`src/rtl/greedy_note_dispenser_macros.svh`:
```
// Assertion shorthands shared by the dispenser modules.
// Each macro expects signals named clk and rst_n in the module that uses it.
`ifndef GREEDY_NOTE_DISPENSER_MACROS_SVH
`define GREEDY_NOTE_DISPENSER_MACROS_SVH

// Whenever the antecedent holds, the consequent holds in the same cycle.
`define GND_ASSERT_IMPLY(lbl, ante, cons, msg) \
    lbl: assert property (@(posedge clk) disable iff (!rst_n) (ante) |-> (cons)) \
        else $error(msg);

// The expression is never true.
`define GND_ASSERT_NEVER(lbl, expr, msg) \
    lbl: assert property (@(posedge clk) disable iff (!rst_n) !(expr)) \
        else $error(msg);

`endif

```
`src/rtl/gnd_pkg.sv`:
```
package gnd_pkg;

    // Fixed field widths of the request and response words.
    localparam int SLOT_W       = 3;
    localparam int NOTE_COUNT_W = 16;
    localparam int AMOUNT_IN_W  = 24;
    localparam int TAKE_W       = 16;

    // Defaults for the top-level parameters.
    localparam int COUNT_WIDTH_DEF  = 16;
    localparam int AMOUNT_WIDTH_DEF = 24;

    // Note slots, indexed like the slot field: value 1 in slot 0 up to 100 in slot 6.
    localparam int NUM_SLOTS    = 7;
    localparam int NOTE_VALUE_W = 7;
    localparam int unsigned NOTE_VALUE [NUM_SLOTS] = '{1, 2, 5, 10, 20, 50, 100};

    // Function codes of a request word.
    localparam logic FUNC_STOCK    = 1'b0;
    localparam logic FUNC_WITHDRAW = 1'b1;

    typedef struct packed {
        logic                    func;
        logic [SLOT_W-1:0]       slot;
        logic [NOTE_COUNT_W-1:0] note_count;
        logic [AMOUNT_IN_W-1:0]  amount;
    } req_word_t;

    typedef struct packed {
        logic              accepted;
        logic [TAKE_W-1:0] take_hundred;
        logic [TAKE_W-1:0] take_fifty;
        logic [TAKE_W-1:0] take_twenty;
        logic [TAKE_W-1:0] take_ten;
        logic [TAKE_W-1:0] take_five;
        logic [TAKE_W-1:0] take_two;
        logic [TAKE_W-1:0] take_one;
    } rsp_word_t;

    // Commands broadcast from the controller to every cell.
    typedef struct packed {
        logic                    stock_en;
        logic [SLOT_W-1:0]       slot;
        logic [NOTE_COUNT_W-1:0] note_count;
        logic                    commit;
    } cell_ctl_t;

endpackage

```
`src/rtl/greedy_note_dispenser.sv`:
```
// Cash note dispenser with seven slots (notes of 100, 50, 20, 10, 5, 2 and 1).
// A stock word adds notes to one slot, saturating at the count limit; a withdraw
// word pays the amount greedily from the largest note down and is accepted only
// if it is paid in full, in which case the stock is reduced. Every request word
// gives one response word. The slots form a row of cells through which the
// remaining amount walks from the 100 cell to the 1 cell. Each cell either pays its
// whole stock or nothing after a single test, or, when it must divide, runs a long
// division of the amount, one byte a cycle. One request is in work at a time; a
// new request is taken while the previous response still waits to be read, and
// a finished request waits until the response register is free.
`include "greedy_note_dispenser_macros.svh"

module greedy_note_dispenser #(
    parameter int COUNT_WIDTH  = gnd_pkg::COUNT_WIDTH_DEF,
    parameter int AMOUNT_WIDTH = gnd_pkg::AMOUNT_WIDTH_DEF
) (
    input  logic               clk,
    input  logic               rst_n,
    input  logic               req_valid,
    output logic               req_ready,
    input  gnd_pkg::req_word_t req,
    output logic               rsp_valid,
    input  logic               rsp_ready,
    output gnd_pkg::rsp_word_t rsp
);
    import gnd_pkg::*;

    typedef enum logic [1:0] {
        S_IDLE,
        S_WALK,
        S_FINISH
    } state_t;

    state_t                  state_reg;
    logic                    start_reg;
    logic [AMOUNT_WIDTH-1:0] amount_reg;
    logic                    func_reg;
    logic                    acc_reg;
    cell_ctl_t               ctl_reg;
    logic                    rsp_valid_reg;
    rsp_word_t               rsp_reg;

    logic [NUM_SLOTS:0]      tok_bus;
    logic [AMOUNT_WIDTH-1:0] rest_bus [NUM_SLOTS+1];
    logic [TAKE_W-1:0]       take_bus [NUM_SLOTS];

    logic                    pay;
    logic                    rsp_free;
    logic                    rest_zero;
    rsp_word_t               rsp_load;

    // Row of slot cells; the amount enters at the largest note.
    assign tok_bus[NUM_SLOTS]  = start_reg;
    assign rest_bus[NUM_SLOTS] = amount_reg;

    for (genvar i = 0; i < NUM_SLOTS; i++)
    begin : g_cell
        gnd_cell #(
            .COUNT_WIDTH  (COUNT_WIDTH),
            .AMOUNT_WIDTH (AMOUNT_WIDTH),
            .SLOT_INDEX   (i)
        ) u_cell (
            .clk      (clk),
            .rst_n    (rst_n),
            .ctl      (ctl_reg),
            .tok_in   (tok_bus[i+1]),
            .rest_in  (rest_bus[i+1]),
            .tok_out  (tok_bus[i]),
            .rest_out (rest_bus[i]),
            .take     (take_bus[i])
        );
    end

    // Response word: take counts only on a withdrawal that was paid in full.
    assign pay       = acc_reg && (func_reg == FUNC_WITHDRAW);
    assign rsp_free  = !rsp_valid_reg || rsp_ready;
    assign rest_zero = (rest_bus[0] == '0);

    always_comb
    begin
        rsp_load.accepted     = acc_reg;
        rsp_load.take_hundred = pay ? take_bus[6] : '0;
        rsp_load.take_fifty   = pay ? take_bus[5] : '0;
        rsp_load.take_twenty  = pay ? take_bus[4] : '0;
        rsp_load.take_ten     = pay ? take_bus[3] : '0;
        rsp_load.take_five    = pay ? take_bus[2] : '0;
        rsp_load.take_two     = pay ? take_bus[1] : '0;
        rsp_load.take_one     = pay ? take_bus[0] : '0;
    end

    // Request sequencing, cell commands and the response register.
    always_ff @(posedge clk or negedge rst_n)
    begin
        if (!rst_n)
        begin
            state_reg     <= S_IDLE;
            start_reg     <= 1'b0;
            amount_reg    <= '0;
            func_reg      <= FUNC_STOCK;
            acc_reg       <= 1'b0;
            ctl_reg       <= '0;
            rsp_valid_reg <= 1'b0;
            rsp_reg       <= '0;
        end
        else
        begin
            start_reg        <= 1'b0;
            ctl_reg.stock_en <= 1'b0;
            ctl_reg.commit   <= 1'b0;

            if (rsp_valid_reg && rsp_ready)
            begin
                rsp_valid_reg <= 1'b0;
            end

            unique case (state_reg)
                S_IDLE:
                begin
                    if (req_valid)
                    begin
                        func_reg <= req.func;
                        if (req.func == FUNC_STOCK)
                        begin
                            // A slot code past the last slot is ignored.
                            ctl_reg.stock_en   <= 1'b1;
                            ctl_reg.slot       <= req.slot;
                            ctl_reg.note_count <= req.note_count;
                            acc_reg            <= (req.slot < SLOT_W'(NUM_SLOTS));
                            state_reg          <= S_FINISH;
                        end
                        else
                        begin
                            amount_reg <= AMOUNT_WIDTH'(req.amount);
                            start_reg  <= 1'b1;
                            state_reg  <= S_WALK;
                        end
                    end
                end
                S_WALK:
                begin
                    // The smallest cell is done: paid in full only if nothing is left.
                    if (tok_bus[0])
                    begin
                        acc_reg        <= rest_zero;
                        ctl_reg.commit <= rest_zero;
                        state_reg      <= S_FINISH;
                    end
                end
                S_FINISH:
                begin
                    if (rsp_free)
                    begin
                        rsp_reg       <= rsp_load;
                        rsp_valid_reg <= 1'b1;
                        state_reg     <= S_IDLE;
                    end
                end
                default:
                begin
                    state_reg <= S_IDLE;
                end
            endcase
        end
    end

    assign req_ready = (state_reg == S_IDLE);
    assign rsp_valid = rsp_valid_reg;
    assign rsp       = rsp_reg;

    `GND_ASSERT_NEVER(a_ctl_exclusive, ctl_reg.stock_en && ctl_reg.commit, "stock with commit")
    `GND_ASSERT_IMPLY(a_tok_in_walk, tok_bus[0], state_reg == S_WALK, "token outside a walk")
    `GND_ASSERT_IMPLY(a_commit_walk, ctl_reg.commit, $past(state_reg) == S_WALK, "stray commit")

endmodule

```
`src/rtl/gnd_cell.sv`:
```
`include "greedy_note_dispenser_macros.svh"

// One note slot: holds its stock count and, when the remaining amount passes
// through, works out how many of its notes to pay and hands the rest on.
module gnd_cell #(
    parameter int COUNT_WIDTH  = gnd_pkg::COUNT_WIDTH_DEF,
    parameter int AMOUNT_WIDTH = gnd_pkg::AMOUNT_WIDTH_DEF,
    parameter int SLOT_INDEX   = 0
) (
    input  logic                          clk,
    input  logic                          rst_n,
    input  gnd_pkg::cell_ctl_t            ctl,
    input  logic                          tok_in,
    input  logic [AMOUNT_WIDTH-1:0]       rest_in,
    output logic                          tok_out,
    output logic [AMOUNT_WIDTH-1:0]       rest_out,
    output logic [gnd_pkg::TAKE_W-1:0]    take
);
    import gnd_pkg::*;

    localparam int NoteValue  = NOTE_VALUE[SLOT_INDEX];
    localparam int ProdWidth  = COUNT_WIDTH + NOTE_VALUE_W;
    localparam int CmpWidth   = (AMOUNT_WIDTH > ProdWidth) ? AMOUNT_WIDTH : ProdWidth;
    localparam int SumWidth   = ((COUNT_WIDTH > NOTE_COUNT_W) ? COUNT_WIDTH : NOTE_COUNT_W) + 1;
    // Long division takes the amount one digit a cycle, most significant first.
    localparam int DigitW     = 8;
    localparam int NumDigits  = (AMOUNT_WIDTH + DigitW - 1) / DigitW;
    localparam int NumWidth   = NumDigits * DigitW;
    localparam int DigCntW    = (NumDigits > 1) ? $clog2(NumDigits) : 1;
    // A partial dividend is the running remainder (below the note value) and one digit.
    localparam int PartWidth  = NOTE_VALUE_W + DigitW;
    localparam int RecipShift = PartWidth + NOTE_VALUE_W;
    localparam int RecipWidth = RecipShift + 1;
    localparam int PartProdW  = PartWidth + RecipWidth;
    localparam longint unsigned RecipFull =
        ((64'd1 << RecipShift) + 64'(NoteValue) - 64'd1) / 64'(NoteValue);
    localparam logic [RecipWidth-1:0]  Recip    = RecipWidth'(RecipFull);
    localparam logic [SLOT_W-1:0]      SlotCode = SLOT_W'(SLOT_INDEX);
    localparam logic [COUNT_WIDTH-1:0] CountMax = '1;

    typedef enum logic [1:0] {
        C_IDLE,
        C_TEST,
        C_DIV
    } cell_state_t;

    cell_state_t              state_reg;
    logic [COUNT_WIDTH-1:0]   stock_reg;
    logic [ProdWidth-1:0]     prod_reg;
    logic [COUNT_WIDTH-1:0]   take_reg;
    logic [AMOUNT_WIDTH-1:0]  rest_reg;
    logic [NumWidth-1:0]      num_reg;
    logic [DigCntW-1:0]       dig_reg;
    logic                     tok_out_reg;

    logic [SumWidth-1:0]      stock_sum;
    logic [COUNT_WIDTH-1:0]   stock_sat;
    logic [CmpWidth-1:0]      rest_wide;
    logic                     covers_all;
    logic                     below_note;
    logic                     took_all;
    logic [DigitW-1:0]        dig_val;
    logic [PartWidth-1:0]     part_val;
    logic [PartProdW-1:0]     part_prod;
    logic [DigitW-1:0]        q_dig;
    logic [PartWidth-1:0]     r_dig;
    logic [COUNT_WIDTH-1:0]   quo_next;

    // Saturating add for a stock word.
    assign stock_sum = SumWidth'(stock_reg) + SumWidth'(ctl.note_count);
    assign stock_sat = (stock_sum > SumWidth'(CountMax)) ? CountMax
                                                         : stock_sum[COUNT_WIDTH-1:0];

    // Compares of the remaining amount against the whole stock and one note.
    assign rest_wide  = CmpWidth'(rest_reg);
    assign covers_all = rest_wide >= CmpWidth'(prod_reg);
    assign below_note = rest_wide < CmpWidth'(NoteValue);
    assign took_all   = (take_reg == stock_reg);

    // One division step: the digit quotient comes from a multiply by the scaled
    // reciprocal of the note value, which is exact over the partial dividend range.
    assign dig_val   = num_reg[NumWidth-1 -: DigitW];
    assign part_val  = {rest_reg[NOTE_VALUE_W-1:0], dig_val};
    assign part_prod = PartProdW'(part_val) * PartProdW'(Recip);
    assign q_dig     = part_prod[RecipShift +: DigitW];
    assign r_dig     = part_val - PartWidth'(q_dig) * PartWidth'(NoteValue);
    assign quo_next  = COUNT_WIDTH'({take_reg, q_dig});

    // Stock bookkeeping and the per-slot payout sequencer.
    always_ff @(posedge clk or negedge rst_n)
    begin
        if (!rst_n)
        begin
            state_reg   <= C_IDLE;
            stock_reg   <= '0;
            prod_reg    <= '0;
            take_reg    <= '0;
            rest_reg    <= '0;
            num_reg     <= '0;
            dig_reg     <= '0;
            tok_out_reg <= 1'b0;
        end
        else
        begin
            tok_out_reg <= 1'b0;
            // Value of the whole stock; stock does not move while an amount walks.
            prod_reg    <= ProdWidth'(stock_reg) * ProdWidth'(NoteValue);

            if (ctl.stock_en && ctl.slot == SlotCode)
            begin
                stock_reg <= stock_sat;
            end
            else if (ctl.commit)
            begin
                stock_reg <= stock_reg - take_reg;
            end

            unique case (state_reg)
                C_IDLE:
                begin
                    if (tok_in)
                    begin
                        rest_reg  <= rest_in;
                        state_reg <= C_TEST;
                    end
                end
                C_TEST:
                begin
                    priority if (covers_all)
                    begin
                        // The amount covers every note on hand.
                        take_reg    <= stock_reg;
                        rest_reg    <= rest_reg - AMOUNT_WIDTH'(prod_reg);
                        tok_out_reg <= 1'b1;
                        state_reg   <= C_IDLE;
                    end
                    else if (below_note)
                    begin
                        take_reg    <= '0;
                        tok_out_reg <= 1'b1;
                        state_reg   <= C_IDLE;
                    end
                    else
                    begin
                        // Quotient is below the stock: divide, the rest register
                        // carrying the running remainder.
                        take_reg  <= '0;
                        num_reg   <= NumWidth'(rest_reg);
                        rest_reg  <= '0;
                        dig_reg   <= DigCntW'(NumDigits - 1);
                        state_reg <= C_DIV;
                    end
                end
                C_DIV:
                begin
                    take_reg <= quo_next;
                    rest_reg <= AMOUNT_WIDTH'(r_dig[NOTE_VALUE_W-1:0]);
                    num_reg  <= num_reg << DigitW;
                    if (dig_reg == '0)
                    begin
                        tok_out_reg <= 1'b1;
                        state_reg   <= C_IDLE;
                    end
                    else
                    begin
                        dig_reg <= dig_reg - DigCntW'(1);
                    end
                end
                default:
                begin
                    state_reg <= C_IDLE;
                end
            endcase
        end
    end

    assign tok_out  = tok_out_reg;
    assign rest_out = rest_reg;
    assign take     = TAKE_W'(take_reg);

    `GND_ASSERT_IMPLY(a_take_le_stock, tok_out_reg, take_reg <= stock_reg, "take above stock")
    `GND_ASSERT_IMPLY(a_greedy_rest, tok_out_reg && !took_all, below_note, "payable rest left")
    `GND_ASSERT_NEVER(a_tok_while_busy, tok_in && state_reg != C_IDLE, "amount arrives while busy")

endmodule

```
`config.mk`:
```
export PLATFORM = sky130hd
export DESIGN_NAME = greedy_note_dispenser
export DESIGN_NICKNAME = d
export VERILOG_FILES = /design/src/rtl/gnd_pkg.sv /design/src/rtl/greedy_note_dispenser.sv /design/src/rtl/gnd_cell.sv
export VERILOG_INCLUDE_DIRS = /design/src /design/src/rtl
export SDC_FILE = /design/constraint.sdc
export NUM_CORES = 2
export LEC_CHECK = 0
export BUFFER_PORTS_ARGS = -buffer_cell sky130_fd_sc_hd__buf_2
export CAP_MARGIN = 30
export CORE_UTILIZATION = 59
export DETAILED_ROUTE_END_ITERATION = 6
export HOLD_SLACK_MARGIN = 0.12
export PLACE_DENSITY = 0.79
export SKIP_CTS_REPAIR_TIMING = 1
export SLEW_MARGIN = 30
export SYNTH_ARGS = -nofsm -noshare
export SYNTH_HDL_FRONTEND = slang
export SYNTH_SLANG_ARGS = --single-unit
```
`constraint.sdc`:
```
create_clock -name clk -period 6.91 [get_ports clk]
set_clock_uncertainty 0.05 [all_clocks]
set_input_delay 1.7275 -clock clk [delete_from_list [all_inputs] [get_ports clk]]
set_output_delay 1.7275 -clock clk [all_outputs]
set_load 0.1 [all_outputs]
```
==> impl_metrics.ini <==
[outcome]
status = complete, but fails checks
violations = design-rule violations, negative setup slack

[global_routing]
grt_max_degree = 175
antenna_found_initial = 7
grt_pass1_wl_um = 355000
gr-total-overflow = 0
grt_pass1_vias = 64105
track_usage_pct = 33.3

[synthesis]
avgSynthCellArea_um2 = 9.07
synthArstFlopShare_pct = 100
synth_top_area_share_pct = 28.5
synth_common_cells = inv_1 (1135), ha_1 (1126), dfrtp_1 (890)
synth.area.mux_share_pct = 2.43
synth_xor_xnor_area_share_pct = 4.96
synth_area_um2 = 78000
syn-instance-count = 8609
synth_compound_area_share_pct = 16.7
yosysMostFrequentCell = inv_1
synth_top_cell_by_area = dfrtp_1
yosysUniqueCellTypes = 101
synthAdderAreaFrac_pct = 28.6
synth_seq_cells = 890
ys.flop_type = dfrtp_1
synth_top_family_by_area = adder cells
synth_simple_gate_area_share_pct = 11.9
ys_seq_area_share_pct = 28.5
synthTopCellsByArea = dfrtp_1 (29%), ha_1 (18%), fa_1 (11%), inv_1 (5.5%), o21ai_0 (4.1%)
synth_nets = 10194
synth_edf_count = 0
ys.warnings.count = 0

[critical_path]
critPathTopFamily = adder cells
slowest_stage = fa_1
end_kind = flop
ff2ff_path_depth = 28
required_ns = 7.47
reg2reg_to = g_cell[5].u_cell.rest_out[6]
rrSetupSlack_ns = -0.32
setup.worst_path.start_class = flop
path_buf_inv = 5
path_class = reg -> reg
reg2reg_from = g_cell[5].u_cell.num_reg[19]
cp_max_fo = 2
max_stage_delay_ns = 0.60
crit_path_frequent_cell = fa_1
cp.arrival_ns = 7.79

[detailed_routing]
drt_iter0_markers = 6121
wire_per_inst_um = 21.0
first_pass_iters = 7
ant_nets = 0
vias = 65040
finalWirelength_um = 227000
viasPerCell = 6.02
drc = 1

[place]
dp_slack_ns = -0.418
dp_hpwl_um = 175000
io_buffers = 162
globalplace.congestion = 0.975

[cells_and_area]
drive_gt1_share_pct = 11.8
regArea_um2 = 22300
syn_to_final_growth_pct = 12.9
multi_input_area_um2 = 51800
layout.nets = 10557
nFillCells = 10205
utilization_pct = 67.1

[clock_tree]
h-tree-depth = 3
cts_root_buffer = clkbuf_16
clk_latency_ns = 0.74
clkSinkCount = 890
cts_tree = yes
path_clk_slew_ns = 0.06
cts_buffers = 99
clockBufferDepth = 3

[timing]
period_share_pct = 105
layout_setup_ws_ns = -0.319
clock.fmax_ghz = 0.138
min_period_ns = 7.23
maxSlewViolCount = 0
worstMarginPinSlew_ns = 1.04
rsz0062_at_grt = true
hold_viol_final = 0
slew_headroom_pct = 30.5
setup-violations-final = 7

[min_path]
worstHoldStart = rsp[57]
hold_end = rsp[57]
hp-class = reg -> reg
whs_path_depth = 2

[floorplanning]
initial_core_util_pct = 59.4
num_rows = 133
die_area_um2 = 134000
die_y_um = 366
dieWidth_um = 366
ios = 163
coreArea_um2 = 131000

[job]
maxCapViolCount = 0
worst reg2reg max path: cells and delay by family, from the launching register on:
| family | cells | cell delay [ns] |
|---|---|---|
| DFF | 1 | 0.41 |
| adders and majority gates | 10 | 4.10 |
| buffers and inverters | 5 | 0.28 |
| AOI/OAI and AO/OA | 5 | 1.06 |
| xor gates and xnor gates | 5 | 0.75 |
| and+or+nand+nor | 3 | 0.48 |
worst max-delay path by stage:
stage,start,to,slack [ns],cells after the start
after floorplan,g_cell[5].u_cell.num_reg[20],g_cell[5].u_cell.rest_out[6],-0.12,29
after global placement,g_cell[5].u_cell.rest_out[5],g_cell[5].u_cell.rest_out[6],-0.31,27
after detailed placement,g_cell[2].u_cell.num_reg[17],g_cell[2].u_cell.rest_out[6],-0.42,28
after CTS,g_cell[5].u_cell.rest_out[5],g_cell[5].u_cell.rest_out[6],-0.44,27
after global routing,g_cell[5].u_cell.num_reg[19],g_cell[5].u_cell.rest_out[6],-0.61,28
final,g_cell[5].u_cell.num_reg[19],g_cell[5].u_cell.rest_out[6],-0.32,28
cells by family after synthesis:
family / Yosys count
adders and majority gates: 1537
buffers and inverters: 1417
and+or+nand+nor: 2038
AOI/OAI and AO/OA: 2104
muxes: 183
xor gates and xnor gates: 440
DFF: 890
cell usage in the layout (no fill, tap or decap), drive strengths merged, types with 45 or more instances in the layout:
master     n
fa       411
o31ai     64
nand4     52
mux2i    134
buf      540
ha      1126
nor3     122
nor2b     80
a31oi     99
o21bai    59
dfrtp    890
nor2     472
xnor2    311
o21a      69
a21o     156
nand3    102
inv     1140
a21oi    589
clkbuf   123
and3      63
nand2    853
nand2b    77
mux2      49
xor2     128
a22oi     64
o21ai    650
or3       45
stage by stage:
step	setup TNS (ns)	cells	instance area, µm²	hold slack, ns
after detailed placement	-2.83	10595	82900	0.415
final	-1.17	10812	88100	0.422
after global routing	-3.31	10811	88100	0.442
after global placement	-1.39	10592	82900	0.408
after CTS	-3.23	10780	86700	0.428
after floorplan	-0.123	8609	78200	0.359
routing by layer:
metal | track usage, % | vias to the layer above | share of wire [%]
met5 | 0 | - | 0.018
met4 | 13.3 | 6 | 4.3
met3 | 4.48 | 537 | 7.3
met2 | 53.6 | 2443 | 46
met1 | 45.5 | 31772 | 42
li1 | - | 30282 | -
final cells by class:
| class | count | share of cell area [%] |
|---|---|---|
| Antenna cell | 1 | 0.00284 |
| Sequential cell | 890 | 25.3 |
| Timing Repair Buffer | 540 | 4.34 |
| Inverter | 1139 | 4.85 |
| Clock inverter | 62 | 1.22 |
| Multi-Input combinational cell | 6302 | 58.8 |
| Clock buffer | 123 | 3.02 |
| Tap cell | 1755 | 2.49 |
Power is not shown: default switching activity piles up to over one toggle a cycle in this logic, so the estimate is an artifact.
